--- config.mk ---
export PLATFORM = sky130hd
export DESIGN_NAME = multichannel_fir_filter_flat
export DESIGN_NICKNAME = d
export VERILOG_FILES = /design/src/hw/rtl/mcfir_pkg.sv /design/src/hw/rtl/mcfir_item_if.sv /design/src/hw/rtl/mcfir_result_if.sv /design/src/hw/rtl/multichannel_fir_filter.sv /design/src/hw/rtl/mcfir_ram.sv /design/src/hw/rtl/mcfir_cfg.sv /design/src/hw/rtl/mcfir_mac.sv /design/src/flat_wrapper.sv
export SDC_FILE = /design/constraint.sdc
export NUM_CORES = 2
export LEC_CHECK = 0
export BUFFER_PORTS_ARGS = -buffer_cell sky130_fd_sc_hd__buf_4
export CAP_MARGIN = 30
export CORE_ASPECT_RATIO = 0.75
export CORE_MARGIN = 2
export CORE_UTILIZATION = 40
export DETAILED_ROUTE_END_ITERATION = 8
export PLACE_DENSITY = 0.55
export RECOVER_POWER = 50
export SYNTH_ARGS = -nofsm -noshare
export SYNTH_HDL_FRONTEND = slang
export SYNTH_HIERARCHICAL = 1
export SYNTH_MEMORY_MAX_BITS = 65536
export SYNTH_SLANG_ARGS = --single-unit
--- constraint.sdc ---
create_clock -name clk -period 17.7 [get_ports clk]
set_input_delay 0.885 -clock clk [delete_from_list [all_inputs] [get_ports clk]]
set_output_delay 0.885 -clock clk [all_outputs]
set_load 0.005 [all_outputs]
--- src/hw/rtl/mcfir_pkg.sv ---
// ----------------------------------------------------------------------------
// mcfir_pkg
// Shared constants, types and codes for the multichannel FIR filter.
// ----------------------------------------------------------------------------
package mcfir_pkg;

    // Block configuration
    localparam int CHANNELS    = 8;
    localparam int TAPS        = 32;
    localparam int SAMPLE_BITS = 16;

    // Working sample width: samples and coefficients are Q1.(SAMPLE_W-1)
    localparam int SAMPLE_W = (SAMPLE_BITS > 16) ? 16 : SAMPLE_BITS;

    // Fixed field widths of the item and result channels
    localparam int CH_W    = 3;
    localparam int TIDX_W  = 5;
    localparam int VALUE_W = 16;

    // Configuration port
    localparam int CFG_W   = 6;
    localparam int PADDR_W = 3;
    localparam int PDATA_W = 32;
    localparam int RIDX_W  = PADDR_W - 2;
    localparam logic [RIDX_W-1:0] REG_TAP_COUNT   = RIDX_W'(0);
    localparam logic [CFG_W-1:0]  TAP_COUNT_RESET = CFG_W'(32);

    // Derived widths
    localparam int TAP_W     = (TAPS > 1) ? $clog2(TAPS) : 1;
    localparam int TAP_CNT_W = $clog2(TAPS + 1);
    localparam int CH_IDX_W  = (CHANNELS > 1) ? $clog2(CHANNELS) : 1;
    localparam int DL_DEPTH  = CHANNELS * TAPS;
    localparam int DL_AW     = (DL_DEPTH > 1) ? $clog2(DL_DEPTH) : 1;
    localparam int PROD_W    = 2 * SAMPLE_W;
    localparam int ACC_W     = PROD_W + TAP_CNT_W;

    typedef enum logic [0:0] {
        OP_FILTER = 1'b0,
        OP_COEF   = 1'b1
    } opcode_t;

    typedef enum logic [1:0] {
        S_IDLE,
        S_RUN,
        S_DRAIN,
        S_ROUND
    } seq_state_t;

    // Control from the sequencer to the multiply-accumulate unit
    typedef struct packed {
        logic clear;
        logic vld;
        logic use_data;
    } mac_ctrl_t;

endpackage

--- src/hw/rtl/mcfir_item_if.sv ---
// ----------------------------------------------------------------------------
// mcfir_item_if
// Valid/ready channel carrying sample and coefficient-load items.
// ----------------------------------------------------------------------------
interface mcfir_item_if;
    import mcfir_pkg::*;

    logic                valid;
    logic                ready;
    logic                opcode;
    logic [CH_W-1:0]     channel;
    logic [TIDX_W-1:0]   tap_index;
    logic signed [VALUE_W-1:0] value;
    logic                last_in_hop;

    modport source (
        output valid, opcode, channel, tap_index, value, last_in_hop,
        input  ready
    );

    modport sink (
        input  valid, opcode, channel, tap_index, value, last_in_hop,
        output ready
    );

endinterface

--- src/hw/rtl/mcfir_result_if.sv ---
// ----------------------------------------------------------------------------
// mcfir_result_if
// Valid/ready channel carrying filtered samples.
// ----------------------------------------------------------------------------
interface mcfir_result_if;
    import mcfir_pkg::*;

    logic                      valid;
    logic                      ready;
    logic [CH_W-1:0]           out_channel;
    logic signed [VALUE_W-1:0] filtered_sample;
    logic                      out_last_in_hop;

    modport source (
        output valid, out_channel, filtered_sample, out_last_in_hop,
        input  ready
    );

    modport sink (
        input  valid, out_channel, filtered_sample, out_last_in_hop,
        output ready
    );

endinterface

--- src/hw/rtl/multichannel_fir_filter.sv ---
// ----------------------------------------------------------------------------
// multichannel_fir_filter
// Direct-form FIR filter for several channels with one shared coefficient set.
// ----------------------------------------------------------------------------
// A sample transfer runs through its steps in order: acceptance, one issue per
// active tap through the single shared multiply-accumulate unit, emptying the
// read and product pipeline, and rounding with the load of the output register.
// With a tap count of zero a sample goes straight from acceptance to rounding.
// A coefficient load is taken without leaving the idle state. The block takes
// no new item while a sample is being filtered; a finished result waits in the
// output register without stopping the next transfer, but the rounding step of
// the following sample waits while that register holds a result not yet taken.
// Delay lines are circular buffers in one RAM, with a write pointer and a fill
// count per channel, so no clearing pass is needed after reset.
module multichannel_fir_filter (
    input  logic                          clk,
    input  logic                          rst_n,
    mcfir_item_if.sink                    item,
    mcfir_result_if.source                result,
    input  logic                          psel,
    input  logic                          penable,
    input  logic                          pwrite,
    input  logic [mcfir_pkg::PADDR_W-1:0] paddr,
    input  logic [mcfir_pkg::PDATA_W-1:0] pwdata,
    output logic [mcfir_pkg::PDATA_W-1:0] prdata,
    output logic                          pready
);
    import mcfir_pkg::*;

    seq_state_t state_reg, state_next;

    logic [CFG_W-1:0]     tap_count;
    logic                 accept;
    logic                 chan_ok;
    logic                 tap_ok;
    logic                 filt_go;
    logic                 coef_wr;
    logic [CH_IDX_W-1:0]  item_chan;
    logic [TAP_W-1:0]     ptr_inc;
    logic [TAP_CNT_W-1:0] fill_inc;
    logic [TAP_CNT_W-1:0] n_eff;

    logic [TAP_W-1:0]     ptr_reg  [CHANNELS];
    logic [TAP_CNT_W-1:0] fill_reg [CHANNELS];
    logic [TAPS-1:0]      coef_vld_reg;

    logic [CH_IDX_W-1:0]  chan_reg;
    logic [CH_W-1:0]      chan_out_reg;
    logic                 last_reg;
    logic [TAP_W-1:0]     ptr_cur_reg;
    logic [TAP_CNT_W-1:0] fill_cur_reg;
    logic [TAP_CNT_W-1:0] n_reg;
    logic [TAP_CNT_W-1:0] k_reg, k_next;
    logic [TAP_W-1:0]     kidx;
    logic [TAP_W-1:0]     rd_idx;

    logic                 iss_vld_reg, iss_vld_next;
    logic                 iss_use_reg, iss_use_next;
    mac_ctrl_t            mac_ctrl;
    logic                 mac_busy;
    logic signed [SAMPLE_W-1:0] mac_result;

    logic                 dl_wr_en;
    logic [DL_AW-1:0]     dl_wr_addr;
    logic [DL_AW-1:0]     dl_rd_addr;
    logic                 rd_en;
    logic signed [SAMPLE_W-1:0] dl_rd_data;
    logic signed [SAMPLE_W-1:0] coef_rd_data;

    logic                 out_load;
    logic                 out_vld_reg;
    logic [CH_W-1:0]      out_chan_reg;
    logic signed [VALUE_W-1:0] out_sample_reg;
    logic                 out_last_reg;

    mcfir_cfg u_cfg (
        .clk       (clk),
        .rst_n     (rst_n),
        .psel      (psel),
        .penable   (penable),
        .pwrite    (pwrite),
        .paddr     (paddr),
        .pwdata    (pwdata),
        .prdata    (prdata),
        .pready    (pready),
        .tap_count (tap_count)
    );

    // ------------------------------------------------------------------
    // Item decode
    // ------------------------------------------------------------------
    assign accept    = item.valid && item.ready;
    assign item_chan = CH_IDX_W'(item.channel);
    assign chan_ok   = int'(item.channel) < CHANNELS;
    assign tap_ok    = int'(item.tap_index) < TAPS;
    assign filt_go   = accept && (item.opcode == OP_FILTER) && chan_ok;
    assign coef_wr   = accept && (item.opcode == OP_COEF) && tap_ok;

    assign ptr_inc  = (ptr_reg[item_chan] == TAP_W'(TAPS - 1)) ? '0
                                                             : ptr_reg[item_chan] + 1'b1;
    assign fill_inc = (fill_reg[item_chan] == TAP_CNT_W'(TAPS)) ? fill_reg[item_chan]
                                                               : fill_reg[item_chan] + 1'b1;
    assign n_eff    = (int'(tap_count) > TAPS) ? TAP_CNT_W'(TAPS) : TAP_CNT_W'(tap_count);

    // ------------------------------------------------------------------
    // Storage
    // ------------------------------------------------------------------
    assign dl_wr_en   = filt_go;
    assign dl_wr_addr = DL_AW'(item_chan) * DL_AW'(TAPS) + DL_AW'(ptr_inc);

    // Tap k of the delay line sits k places behind the newest sample.
    assign kidx   = k_reg[TAP_W-1:0];
    assign rd_idx = (ptr_cur_reg >= kidx) ? ptr_cur_reg - kidx
                                          : ptr_cur_reg + TAP_W'(TAPS) - kidx;
    assign dl_rd_addr = DL_AW'(chan_reg) * DL_AW'(TAPS) + DL_AW'(rd_idx);
    assign rd_en      = (state_reg == S_RUN);

    mcfir_ram #(
        .WIDTH (SAMPLE_W),
        .DEPTH (DL_DEPTH)
    ) u_dl_ram (
        .clk     (clk),
        .wr_en   (dl_wr_en),
        .wr_addr (dl_wr_addr),
        .wr_data (SAMPLE_W'(item.value)),
        .rd_en   (rd_en),
        .rd_addr (dl_rd_addr),
        .rd_data (dl_rd_data)
    );

    mcfir_ram #(
        .WIDTH (SAMPLE_W),
        .DEPTH (TAPS)
    ) u_coef_ram (
        .clk     (clk),
        .wr_en   (coef_wr),
        .wr_addr (TAP_W'(item.tap_index)),
        .wr_data (SAMPLE_W'(item.value)),
        .rd_en   (rd_en),
        .rd_addr (kidx),
        .rd_data (coef_rd_data)
    );

    always_ff @(posedge clk or negedge rst_n)
    begin
        if (!rst_n)
        begin
            coef_vld_reg <= '0;
            for (int c = 0; c < CHANNELS; c++)
            begin
                ptr_reg[c]  <= '0;
                fill_reg[c] <= '0;
            end
        end
        else
        begin
            if (coef_wr)
            begin
                coef_vld_reg[TAP_W'(item.tap_index)] <= 1'b1;
            end
            if (filt_go)
            begin
                ptr_reg[item_chan]  <= ptr_inc;
                fill_reg[item_chan] <= fill_inc;
            end
        end
    end

    // ------------------------------------------------------------------
    // Sequencer
    // ------------------------------------------------------------------
    always_comb
    begin
        state_next   = state_reg;
        k_next       = k_reg;
        item.ready   = 1'b0;
        out_load     = 1'b0;
        iss_vld_next = 1'b0;
        iss_use_next = 1'b0;
        unique case (state_reg)
            S_IDLE:
            begin
                item.ready = 1'b1;
                k_next     = '0;
                if (filt_go)
                begin
                    state_next = (n_eff == '0) ? S_ROUND : S_RUN;
                end
            end
            S_RUN:
            begin
                iss_vld_next = 1'b1;
                iss_use_next = (k_reg < fill_cur_reg) && coef_vld_reg[kidx];
                k_next       = k_reg + 1'b1;
                if (k_reg == n_reg - 1'b1)
                begin
                    state_next = S_DRAIN;
                end
            end
            S_DRAIN:
            begin
                if (!iss_vld_reg && !mac_busy)
                begin
                    state_next = S_ROUND;
                end
            end
            S_ROUND:
            begin
                if (!out_vld_reg || result.ready)
                begin
                    out_load   = 1'b1;
                    state_next = S_IDLE;
                end
            end
            default:
            begin
                state_next = S_IDLE;
            end
        endcase
    end

    always_ff @(posedge clk or negedge rst_n)
    begin
        if (!rst_n)
        begin
            state_reg   <= S_IDLE;
            k_reg       <= '0;
            iss_vld_reg <= 1'b0;
            iss_use_reg <= 1'b0;
        end
        else
        begin
            state_reg   <= state_next;
            k_reg       <= k_next;
            iss_vld_reg <= iss_vld_next;
            iss_use_reg <= iss_use_next;
        end
    end

    always_ff @(posedge clk)
    begin
        if (filt_go)
        begin
            chan_reg     <= item_chan;
            chan_out_reg <= item.channel;
            last_reg     <= item.last_in_hop;
            ptr_cur_reg  <= ptr_inc;
            fill_cur_reg <= fill_inc;
            n_reg        <= n_eff;
        end
    end

    always_comb
    begin
        mac_ctrl.clear    = filt_go;
        mac_ctrl.vld      = iss_vld_reg;
        mac_ctrl.use_data = iss_use_reg;
    end

    mcfir_mac u_mac (
        .clk    (clk),
        .rst_n  (rst_n),
        .ctrl   (mac_ctrl),
        .sample (dl_rd_data),
        .coef   (coef_rd_data),
        .busy   (mac_busy),
        .result (mac_result)
    );

    // ------------------------------------------------------------------
    // Output register
    // ------------------------------------------------------------------
    always_ff @(posedge clk or negedge rst_n)
    begin
        if (!rst_n)
        begin
            out_vld_reg <= 1'b0;
        end
        else if (out_load)
        begin
            out_vld_reg <= 1'b1;
        end
        else if (result.ready)
        begin
            out_vld_reg <= 1'b0;
        end
    end

    always_ff @(posedge clk)
    begin
        if (out_load)
        begin
            out_chan_reg   <= chan_out_reg;
            out_sample_reg <= VALUE_W'(mac_result);
            out_last_reg   <= last_reg;
        end
    end

    assign result.valid           = out_vld_reg;
    assign result.out_channel     = out_chan_reg;
    assign result.filtered_sample = out_sample_reg;
    assign result.out_last_in_hop = out_last_reg;

`ifndef ASSERT_OFF
    // A fill count never passes the delay line length.
    a_fill_bound: assert property (@(posedge clk) disable iff (!rst_n)
        (state_reg == S_RUN) |-> (int'(fill_cur_reg) <= TAPS))
        else $error("fill count beyond delay line length");

    // Taps are issued only below the active tap count.
    a_k_bound: assert property (@(posedge clk) disable iff (!rst_n)
        (state_reg == S_RUN) |-> (k_reg < n_reg))
        else $error("tap counter beyond active tap count");

    // Read data reaches the MAC only after an issue in the tap loop.
    a_iss_state: assert property (@(posedge clk) disable iff (!rst_n)
        iss_vld_reg |-> ((state_reg == S_RUN) || (state_reg == S_DRAIN)))
        else $error("MAC fed outside the tap loop");

    // Rounding only starts once the MAC pipeline is empty.
    a_round_empty: assert property (@(posedge clk) disable iff (!rst_n)
        (state_reg == S_ROUND) |-> (!iss_vld_reg && !mac_busy))
        else $error("rounding with products still in flight");
`endif

endmodule

--- src/hw/rtl/mcfir_ram.sv ---
// ----------------------------------------------------------------------------
// mcfir_ram
// Generic single-write, single-read RAM with registered read data.
// ----------------------------------------------------------------------------
module mcfir_ram #(
    parameter int WIDTH = 16,
    parameter int DEPTH = 32,
    parameter int AW    = (DEPTH > 1) ? $clog2(DEPTH) : 1
) (
    input  logic             clk,
    input  logic             wr_en,
    input  logic [AW-1:0]    wr_addr,
    input  logic [WIDTH-1:0] wr_data,
    input  logic             rd_en,
    input  logic [AW-1:0]    rd_addr,
    output logic [WIDTH-1:0] rd_data
);

    logic [WIDTH-1:0] mem [DEPTH];
    logic [WIDTH-1:0] rd_data_reg;

    always_ff @(posedge clk)
    begin
        if (wr_en)
        begin
            mem[wr_addr] <= wr_data;
        end
        if (rd_en)
        begin
            rd_data_reg <= mem[rd_addr];
        end
    end

    assign rd_data = rd_data_reg;

endmodule

--- src/hw/rtl/mcfir_cfg.sv ---
// ----------------------------------------------------------------------------
// mcfir_cfg
// APB-style configuration register file holding the active tap count.
// ----------------------------------------------------------------------------
module mcfir_cfg (
    input  logic                         clk,
    input  logic                         rst_n,
    input  logic                         psel,
    input  logic                         penable,
    input  logic                         pwrite,
    input  logic [mcfir_pkg::PADDR_W-1:0] paddr,
    input  logic [mcfir_pkg::PDATA_W-1:0] pwdata,
    output logic [mcfir_pkg::PDATA_W-1:0] prdata,
    output logic                         pready,
    output logic [mcfir_pkg::CFG_W-1:0]  tap_count
);
    import mcfir_pkg::*;

    logic [CFG_W-1:0]  tap_count_reg;
    logic [CFG_W-1:0]  tap_count_next;
    logic [RIDX_W-1:0] reg_idx;
    logic              wr_xfer;

    assign reg_idx = paddr[PADDR_W-1:2];
    assign pready  = 1'b1;
    assign wr_xfer = psel && penable && pwrite && pready;

    always_comb
    begin
        tap_count_next = tap_count_reg;
        if (wr_xfer && (reg_idx == REG_TAP_COUNT))
        begin
            tap_count_next = pwdata[CFG_W-1:0];
        end
    end

    always_ff @(posedge clk or negedge rst_n)
    begin
        if (!rst_n)
        begin
            tap_count_reg <= TAP_COUNT_RESET;
        end
        else
        begin
            tap_count_reg <= tap_count_next;
        end
    end

    always_comb
    begin
        prdata = '0;
        if (reg_idx == REG_TAP_COUNT)
        begin
            prdata = PDATA_W'(tap_count_reg);
        end
    end

    assign tap_count = tap_count_reg;

endmodule

--- src/hw/rtl/mcfir_mac.sv ---
// ----------------------------------------------------------------------------
// mcfir_mac
// Shared multiply-accumulate unit with round-half-up and saturation.
// ----------------------------------------------------------------------------
module mcfir_mac (
    input  logic                                clk,
    input  logic                                rst_n,
    input  mcfir_pkg::mac_ctrl_t                ctrl,
    input  logic signed [mcfir_pkg::SAMPLE_W-1:0] sample,
    input  logic signed [mcfir_pkg::SAMPLE_W-1:0] coef,
    output logic                                busy,
    output logic signed [mcfir_pkg::SAMPLE_W-1:0] result
);
    import mcfir_pkg::*;

    localparam logic signed [ACC_W-1:0] HALF   = ACC_W'(1) <<< (SAMPLE_W - 2);
    localparam logic signed [ACC_W-1:0] SAT_HI = (ACC_W'(1) <<< (SAMPLE_W - 1)) - ACC_W'(1);
    localparam logic signed [ACC_W-1:0] SAT_LO = -SAT_HI - ACC_W'(1);

    logic signed [PROD_W-1:0] prod_reg;
    logic signed [PROD_W-1:0] prod_next;
    logic                     prod_vld_reg;
    logic signed [ACC_W-1:0]  acc_reg;
    logic signed [ACC_W-1:0]  acc_next;
    logic signed [ACC_W-1:0]  rnd_sum;
    logic signed [ACC_W-1:0]  shifted;

    always_comb
    begin
        prod_next = '0;
        if (ctrl.use_data)
        begin
            prod_next = sample * coef;
        end
    end

    always_comb
    begin
        acc_next = acc_reg;
        if (ctrl.clear)
        begin
            acc_next = '0;
        end
        else if (prod_vld_reg)
        begin
            acc_next = acc_reg + ACC_W'(prod_reg);
        end
    end

    always_ff @(posedge clk or negedge rst_n)
    begin
        if (!rst_n)
        begin
            prod_vld_reg <= 1'b0;
        end
        else
        begin
            prod_vld_reg <= ctrl.vld;
        end
    end

    always_ff @(posedge clk)
    begin
        prod_reg <= prod_next;
        acc_reg  <= acc_next;
    end

    // Floor of (acc + half LSB) / 2^(SAMPLE_W-1), clamped to the sample range.
    always_comb
    begin
        rnd_sum = acc_reg + HALF;
        shifted = rnd_sum >>> (SAMPLE_W - 1);
        priority if (shifted > SAT_HI)
        begin
            result = SAMPLE_W'(SAT_HI);
        end
        else if (shifted < SAT_LO)
        begin
            result = SAMPLE_W'(SAT_LO);
        end
        else
        begin
            result = SAMPLE_W'(shifted);
        end
    end

    assign busy = prod_vld_reg;

endmodule

--- src/flat_wrapper.sv ---
// flat-port wrapper written by rule: the top's interface ports become plain ports
module multichannel_fir_filter_flat import mcfir_pkg::*;
  (clk, rst_n, psel, penable, pwrite, paddr, pwdata, prdata, pready, item_valid, item_opcode, item_channel, item_tap_index, item_value, item_last_in_hop, item_ready, result_valid, result_out_channel, result_filtered_sample, result_out_last_in_hop, result_ready);
  mcfir_item_if item_i ();
  mcfir_result_if result_i ();
  input  logic clk;
  input  logic rst_n;
  input  logic psel;
  input  logic penable;
  input  logic pwrite;
  input  logic [mcfir_pkg::PADDR_W-1:0] paddr;
  input  logic [mcfir_pkg::PDATA_W-1:0] pwdata;
  output logic [mcfir_pkg::PDATA_W-1:0] prdata;
  output logic pready;
  input wire logic [$bits(item_i.valid)-1:0] item_valid;
  input wire logic [$bits(item_i.opcode)-1:0] item_opcode;
  input wire logic [$bits(item_i.channel)-1:0] item_channel;
  input wire logic [$bits(item_i.tap_index)-1:0] item_tap_index;
  input wire logic [$bits(item_i.value)-1:0] item_value;
  input wire logic [$bits(item_i.last_in_hop)-1:0] item_last_in_hop;
  output wire logic [$bits(item_i.ready)-1:0] item_ready;
  output wire logic [$bits(result_i.valid)-1:0] result_valid;
  output wire logic [$bits(result_i.out_channel)-1:0] result_out_channel;
  output wire logic [$bits(result_i.filtered_sample)-1:0] result_filtered_sample;
  output wire logic [$bits(result_i.out_last_in_hop)-1:0] result_out_last_in_hop;
  input wire logic [$bits(result_i.ready)-1:0] result_ready;
  assign item_i.valid = item_valid;
  assign item_i.opcode = item_opcode;
  assign item_i.channel = item_channel;
  assign item_i.tap_index = item_tap_index;
  assign item_i.value = item_value;
  assign item_i.last_in_hop = item_last_in_hop;
  assign item_ready = item_i.ready;
  assign result_valid = result_i.valid;
  assign result_out_channel = result_i.out_channel;
  assign result_filtered_sample = result_i.filtered_sample;
  assign result_out_last_in_hop = result_i.out_last_in_hop;
  assign result_i.ready = result_ready;
  multichannel_fir_filter u_core (.clk(clk), .rst_n(rst_n), .item(item_i), .result(result_i), .psel(psel), .penable(penable), .pwrite(pwrite), .paddr(paddr), .pwdata(pwdata), .prdata(prdata), .pready(pready));
endmodule
**After elaboration in Yosys (flattened, before gate mapping)**

Memories as Yosys holds them, arrays and structs flattened. A register that Yosys moved wholly into a read port is not among the register bits.
Cells that the tools add are included.
Widths: inputs -> output; s select.

- Memories: 2
- RAM bits: 4,608
- Word-level logic and storage cells: 127
- Output and inout port bits: 55
- Bits of input ports: 68
- Register bits after elaboration: 249

- Reductions and logical operators: 19
- Equality and inequality tests: 10
- $add $sub $neg: 9
- Multiply operators: 1
- Bitwise operators: 4
- Magnitude comparators: 9
- Muxes and demuxes: 39

Memory list:

| memory | depth | width | rd ports | clocked after memory_dff | write ports | RTL line | RTL |
|---|---|---|---|---|---|---|---|
| u_core.u_dl_ram.mem | 256 | 16 | 1 | 1 | 1 | mcfir_ram.sv:19 | `logic [WIDTH-1:0] mem [DEPTH];` |
| u_core.u_coef_ram.mem | 32 | 16 | 1 | 1 | 1 | mcfir_ram.sv:19 |  |

Operators by type and width:

| kind | number |
|---|---|
| $bwmux 48 | 1 |
| $bwmux 40 | 1 |
| $add 38x16->38 const B | 1 |
| $add 38x32->38 | 1 |
| $mux 6 | 6 |
| $mul 16x16->32 | 1 |
| $or 32x32->32 | 1 |
| $gt 23x16->1 const B | 1 |
| $lt 23x16->1 const B | 1 |
| $mux 5 | 4 |
| $bmux 6 s3 | 1 |
| $demux 6 s3 | 1 |
| $add 8x5->8 | 2 |
| $mux 16 | 1 |
| $bmux 5 s3 | 1 |
| $demux 5 s3 | 1 |
| $mux 1 | 13 |
| $add 6x1->6 const B | 2 |
| $lt 5x6->1 const B | 2 |
| $pmux 6 s2 | 1 |
| $logic_and 1x1->1 | 10 |
| $mux 2 | 5 |
| $pmux 2 s4 | 1 |
| $eq 6x6->1 | 1 |
| other kinds (24) | 31 |

**Depth between registers and ports, before layout**

- Depth in word-level cells: 7
- Mapped depth: 25
- Gate-level depth less buffers: 24

**By module**

The synthesis kept the hierarchy.

Modules (own cells, without submodules):

| module | cells an instance | instances | area an instance (um^2) |
|---|---|---|---|
| mcfir_ram (u_core.u_dl_ram) | 7,360 | 1 | 158,874.9 |
| mcfir_ram (u_core.u_coef_ram) | 1,143 | 1 | 20,696.1 |
| mcfir_mac | 1,673 | 1 | 14,562.7 |
| multichannel_fir_filter | 626 | 1 | 8,082.8 |
| mcfir_cfg | 48 | 1 | 505.5 |

**Worst setup path after synthesis**

Ideal clock, no wire load.

- Kind: register -> register
- Start point: register u_core.u_dl_ram.rd_data_reg[15] (netlist: u_core/u_dl_ram/rd_data[15]), read port of u_core.u_dl_ram.mem
- End point: register u_core.u_mac.prod_reg[31]
- Path buffers: 1
- Arrival: 6.308 ns
- Setup time: 0.095 ns
- Period minus slack after synthesis: 6.404 ns
- Slack: 11.296 ns
- Data required time: 17.605 ns
- Cell stages (with the launch flop): 24
- Cell sequence: edfxtp_1 clkbuf_1 nand2_1 fa_1 inv_1 fa_1 inv_1 fa_1 inv_1 fa_1 fa_1 inv_1 fa_1 inv_1 ha_1 nand4_1 nand2b_1 inv_1 o211ai_1 nand2_1 o41ai_2 o21ai_0 and2_1 o311ai_1

- Cells in the longest elaborated chain, start to end: 1

RTL lines:

| what | RTL line | RTL |
|---|---|---|
| start, declared | mcfir_ram.sv:20 | `logic [WIDTH-1:0] rd_data_reg;` |
| $mul 16x16->32 | mcfir_mac.sv:33 | `prod_next = sample * coef;` |
| end signal, assigned | mcfir_mac.sv:64 | `prod_reg <= prod_next;` |
| end, declared | mcfir_mac.sv:20 | `logic signed [PROD_W-1:0] prod_reg;` |

No other way between the ends.
A chain may end at the register's enable or synchronous reset.

**Worst setup path in the final report**

- Start point: input item_value[11]
- End point: memory u_core.u_coef_ram.mem[1][11] (data pin)

RTL lines:

| what | RTL line | RTL |
|---|---|---|
| start, declared | flat_wrapper.sv:19 | `input wire logic [$bits(item_i.value)-1:0] item_value;` |
| end, declared | mcfir_ram.sv:19 |  |

No word-level cell before the write port.

==> results by stage <==
Floorplanning:
- In this run the standard cell core region covers roughly 500000 µm².
- The initial utilization of the core area, before any placement, comes to 40.1%.
- During I/O placement, the number of pins put on the boundary was approximately 120.
- Measured along the x axis, the die boundary spans roughly 830 µm.
- The number of rows created at floorplan is between 200 and 250.
- The die covers roughly 510000 µm².
- Measured along the y axis, the die boundary spans 621 µm.

Clocking:
- The clock tree root driver cell is sky130_fd_sc_hd__clkbuf_16.
- The clock insertion delay at the later pin of the skew report is 1.09 ns.
- Once the clock tree was built, the setup fixing pass inserted 0 buffers.
- The number of buffers created by CTS is approximately 460.
- The clock tree from TritonCTS is built.
- The clock sink total is ~4900.
- Counting along the longest clock path gives a buffer depth of 4.
- The number of H-tree branching levels is 5.
- After clock tree synthesis, the clock-pin slew on the worst setup and hold paths is roughly 0.060 ns.

Drt:
- The detailed-route wire length is between 500 and 600 mm.
- The via-per-instance ratio is about 5.8.
- The remaining design rule violation count is 0.
- Dividing the detail-routed wire length by the instance count gives 30.2 µm.
- The first routing iteration left between 10000 and 15000 violations.
- Across all layers, the routed design uses 107000 vias.
- Once detail routing completed, the nets flagged for antenna violations numbered 0.
- The first TritonRoute pass finished after 6 iterations.

Setup path:
- The category of the worst setup path capture point is a flip-flop.
- The critical path goes through clkbuf_1 -> clkbuf_1.
- In this design, the stage delay of the slowest critical-path cell is between 6 and 7 ns.
- The largest delay contributor family on the critical path is buffers and inverters.
- Counting stages on the worst path, the most repeated cell is sky130_fd_sc_hd__clkbuf_1.
- STA puts the critical path data required time at between 15 and 20 ns.
- The buffers plus inverters on the worst setup path is 2.
- The length in cells of the worst reg-to-reg path is 13.
- The slowest stage of the critical path belongs to the cell sky130_fd_sc_hd__clkbuf_1.
- The critical path is of the primary input to flip-flop type.
- Counting buffers and inverters, the worst setup path is 2 cells deep.
- STA puts the critical path data arrival time at ~11 ns.
- The peak fanout along the critical path is roughly 190.
- The startpoint type of the worst setup path is a primary input.

Final layout:
- The top cell types in the final layout, fill and taps aside, are sky130_fd_sc_hd__edfxtp_1, sky130_fd_sc_hd__mux2i_1, sky130_fd_sc_hd__mux4_2, sky130_fd_sc_hd__clkbuf_16, sky130_fd_sc_hd__buf_4.
- The count of filler cells inserted in the layout is around 43000.
- Of the cells placed in the final design, the portion with a size suffix greater than 1 is roughly 20%.
- In the final layout, flip-flops and latches occupy about 150000 µm².
- In the final design database the tool counted 11800 nets.
- The layout-stage area growth over the synthesis result is 12.2%.
- Leaving out fill and tap cells, the most frequent cell in the layout is sky130_fd_sc_hd__edfxtp_1.
- The multi-input logic area is 52500 µm².
- The register with the most flip-flops in the layout has between 4000 and 5000 of them.

Placed design:
- OpenSTA, run right after detailed placement, puts the worst setup slack at between 10 and 15 ns.
- The post-detailed-placement half-perimeter wirelength is about 340 mm.
- Routability-driven placement finished with a final weighted congestion of 0.852.
- The count of buffers inserted at the top-level ports is between 60 and 70.

Logic synthesis:
- The number of flops mapped to enable cells by yosys is about 4700.
- The cell count after synthesis is between 10000 and 15000.
- Dividing the synthesized area by the synthesized cell count gives 18.7 µm².
- The number of warnings reported in the yosys synthesis log is 6.
- The post-synthesis instance area is 203000 µm².
- Counting distinct cell types in the post-synthesis netlist gives between 100 and 150.
- The part of the Yosys area used for sequential elements is a little under three quarters.
- The most common flop cell mapped by yosys is sky130_fd_sc_hd__edfxtp_1.
- The share of async-settable or async-resettable flops after synthesis is 2.82%.
- The number of synthesized register bits is around 4900.

Worst hold path:
- The path class of the tightest hold or removal check is primary input to flip-flop.
- The cell count of the worst hold path is 2.

GRT:
- The number of global-route vias before repair is roughly 100k.
- For this run, the total global-route usage over all layers was measured as between 20% and 30%.
- The leftover overflow at the end of global routing is 0.
- The largest net degree at the start of global routing is 192.
- The first global-routing pass estimated 782 mm of wire.
- The initial antenna violation count is 35.

STA:
- The number of endpoints with negative hold slack in the final report is 0.
- The share of the cycle needed by the critical path after routing is 66.9%.
- The final setup violation count is 0.
- Between clock sinks in the finished design, the worst skew comes to around 0.083 ns.
- For the pin with the worst max-slew slack, the measured transition is slightly above 9 ns.
- The number of max-slew violations in the final report was 4949.
- The minimum period implied by the final worst setup slack is between 10 and 15 ns.
- The achievable clock frequency is ~0.084 GHz.
- The final worst slack is between 5 and 6 ns.
- In this run the tightest slew margin relative to its limit is -520%.
- Setup repair after global routing left no endpoint under its margin.
- Summed over all failing endpoints, the final setup total negative slack is 0 ns.

Run:
- The max-capacitance violation count is just over 70.

Outcome:
- The final reports fail on capacitance limit, slew limit.
- The run finished, with violations left.
[what timing repair did]
item                                    4_1_cts  5_1_grt
endpoints found under the hold margin        62        0
hold buffers                                  3        0
gates resized for setup                       0        0
endpoints found under the setup margin        0        0
[per-layer routing]
metal  wire length [µm]  GRT usage [%]  part of all wire [%]
met3              52800           4.63                   9.5
met1             245000           31.8                    44
met4              14400           5.23                   2.6
met2             246000           31.6                    44
met5                 56              0                 0.010
[per-stage QoR]
step                util (%)  instance area, µm²  hold slack, ns  cells
detailed placement      42.1              213000           0.375  17500
global route            45.0              227000          0.0545  18400
global placement        42.0              212000           0.362  17500
CTS                     45.0              227000         0.00633  18400
finish                  45.0              227000           0.111  18400
floorplan                  -              203000           0.349  10900
[cells in the mapped netlist (all sizes together) (11+ instances only)]
library cell / count / share of area, %
o31ai: 22 / 0.088
dfxtp: 70 / 0.69
a21oi: 283 / 0.70
a21o: 59 / 0.22
nand4: 54 / 0.17
nor4: 21 / 0.068
xnor2: 64 / 0.29
and3: 25 / 0.077
inv: 389 / 0.72
a31oi: 34 / 0.10
nor3: 129 / 0.33
dfrtp: 137 / 1.7
o22ai: 153 / 0.47
nor2b: 29 / 0.089
a221oi: 28 / 0.12
a22o: 67 / 0.29
edfxtp: 4681 / 69
and2: 157 / 0.48
nand2: 319 / 0.59
o21a: 11 / 0.041
mux2: 143 / 0.79
clkbuf: 303 / 0.60
o221ai: 254 / 1.1
buf: 323 / 1.3
nor2: 443 / 0.83
o21ai: 122 / 0.30
xor2: 35 / 0.15
ha: 139 / 0.86
nand3: 99 / 0.25
o32ai: 21 / 0.094
fa: 264 / 2.6
or2: 13 / 0.041
mux2i: 854 / 4.2
mux4: 823 / 9.2
a211oi: 33 / 0.13
nand2b: 22 / 0.068
a22oi: 108 / 0.40
[path summary, 6_finish.rpt]
kind,to,slack (ns),startpoint
worst max-delay path,u_core/u_coef_ram/mem[1][11],5.86,item_value[11]
worst min-delay path,u_core/u_cfg/tap_count[1],0.11,pwdata[1]
worst max register to register,u_core/u_dl_ram/rd_data[6],10.00,u_core/k_reg[0]
worst min register to register,u_core/u_mac/busy,0.39,u_core/iss_vld_reg
max in group asynchronous,u_core/u_mac/busy,10.99,rst_n
min in group asynchronous,u_core/fill_reg[10],1.48,rst_n
[final cells by class]
class                           instances  share of cell area [%]
Inverter                              389                   0.655
Multi-Input combinational cell       4971                    23.1
Antenna cell                           11                  0.0121
Sequential cell                      4889                    64.0
Tap cell                             6726                    3.70
Timing Repair Buffer                  595                    2.08
Clock inverter                        275                    1.18
Clock buffer                          585                    5.33
[cells by family after synthesis]
| kind of cell | Yosys count | share of synthesized area [%] |
|---|---|---|
| multiplexers | 1820 | 14.2 |
| buffers and inverters | 1015 | 2.63 |
| XOR/XNOR | 99 | 0.439 |
| adder cells (fa/ha/maj) | 403 | 3.46 |
| other | 2 | 0.00370 |
| AO/OA/AOI/OAI | 1251 | 4.31 |
| AND/OR/NAND/NOR | 1371 | 3.25 |
| flip-flops | 4889 | 71.7 |
Power is not shown: default switching activity piles up to over one toggle a cycle in this logic, so the estimate is an artifact.
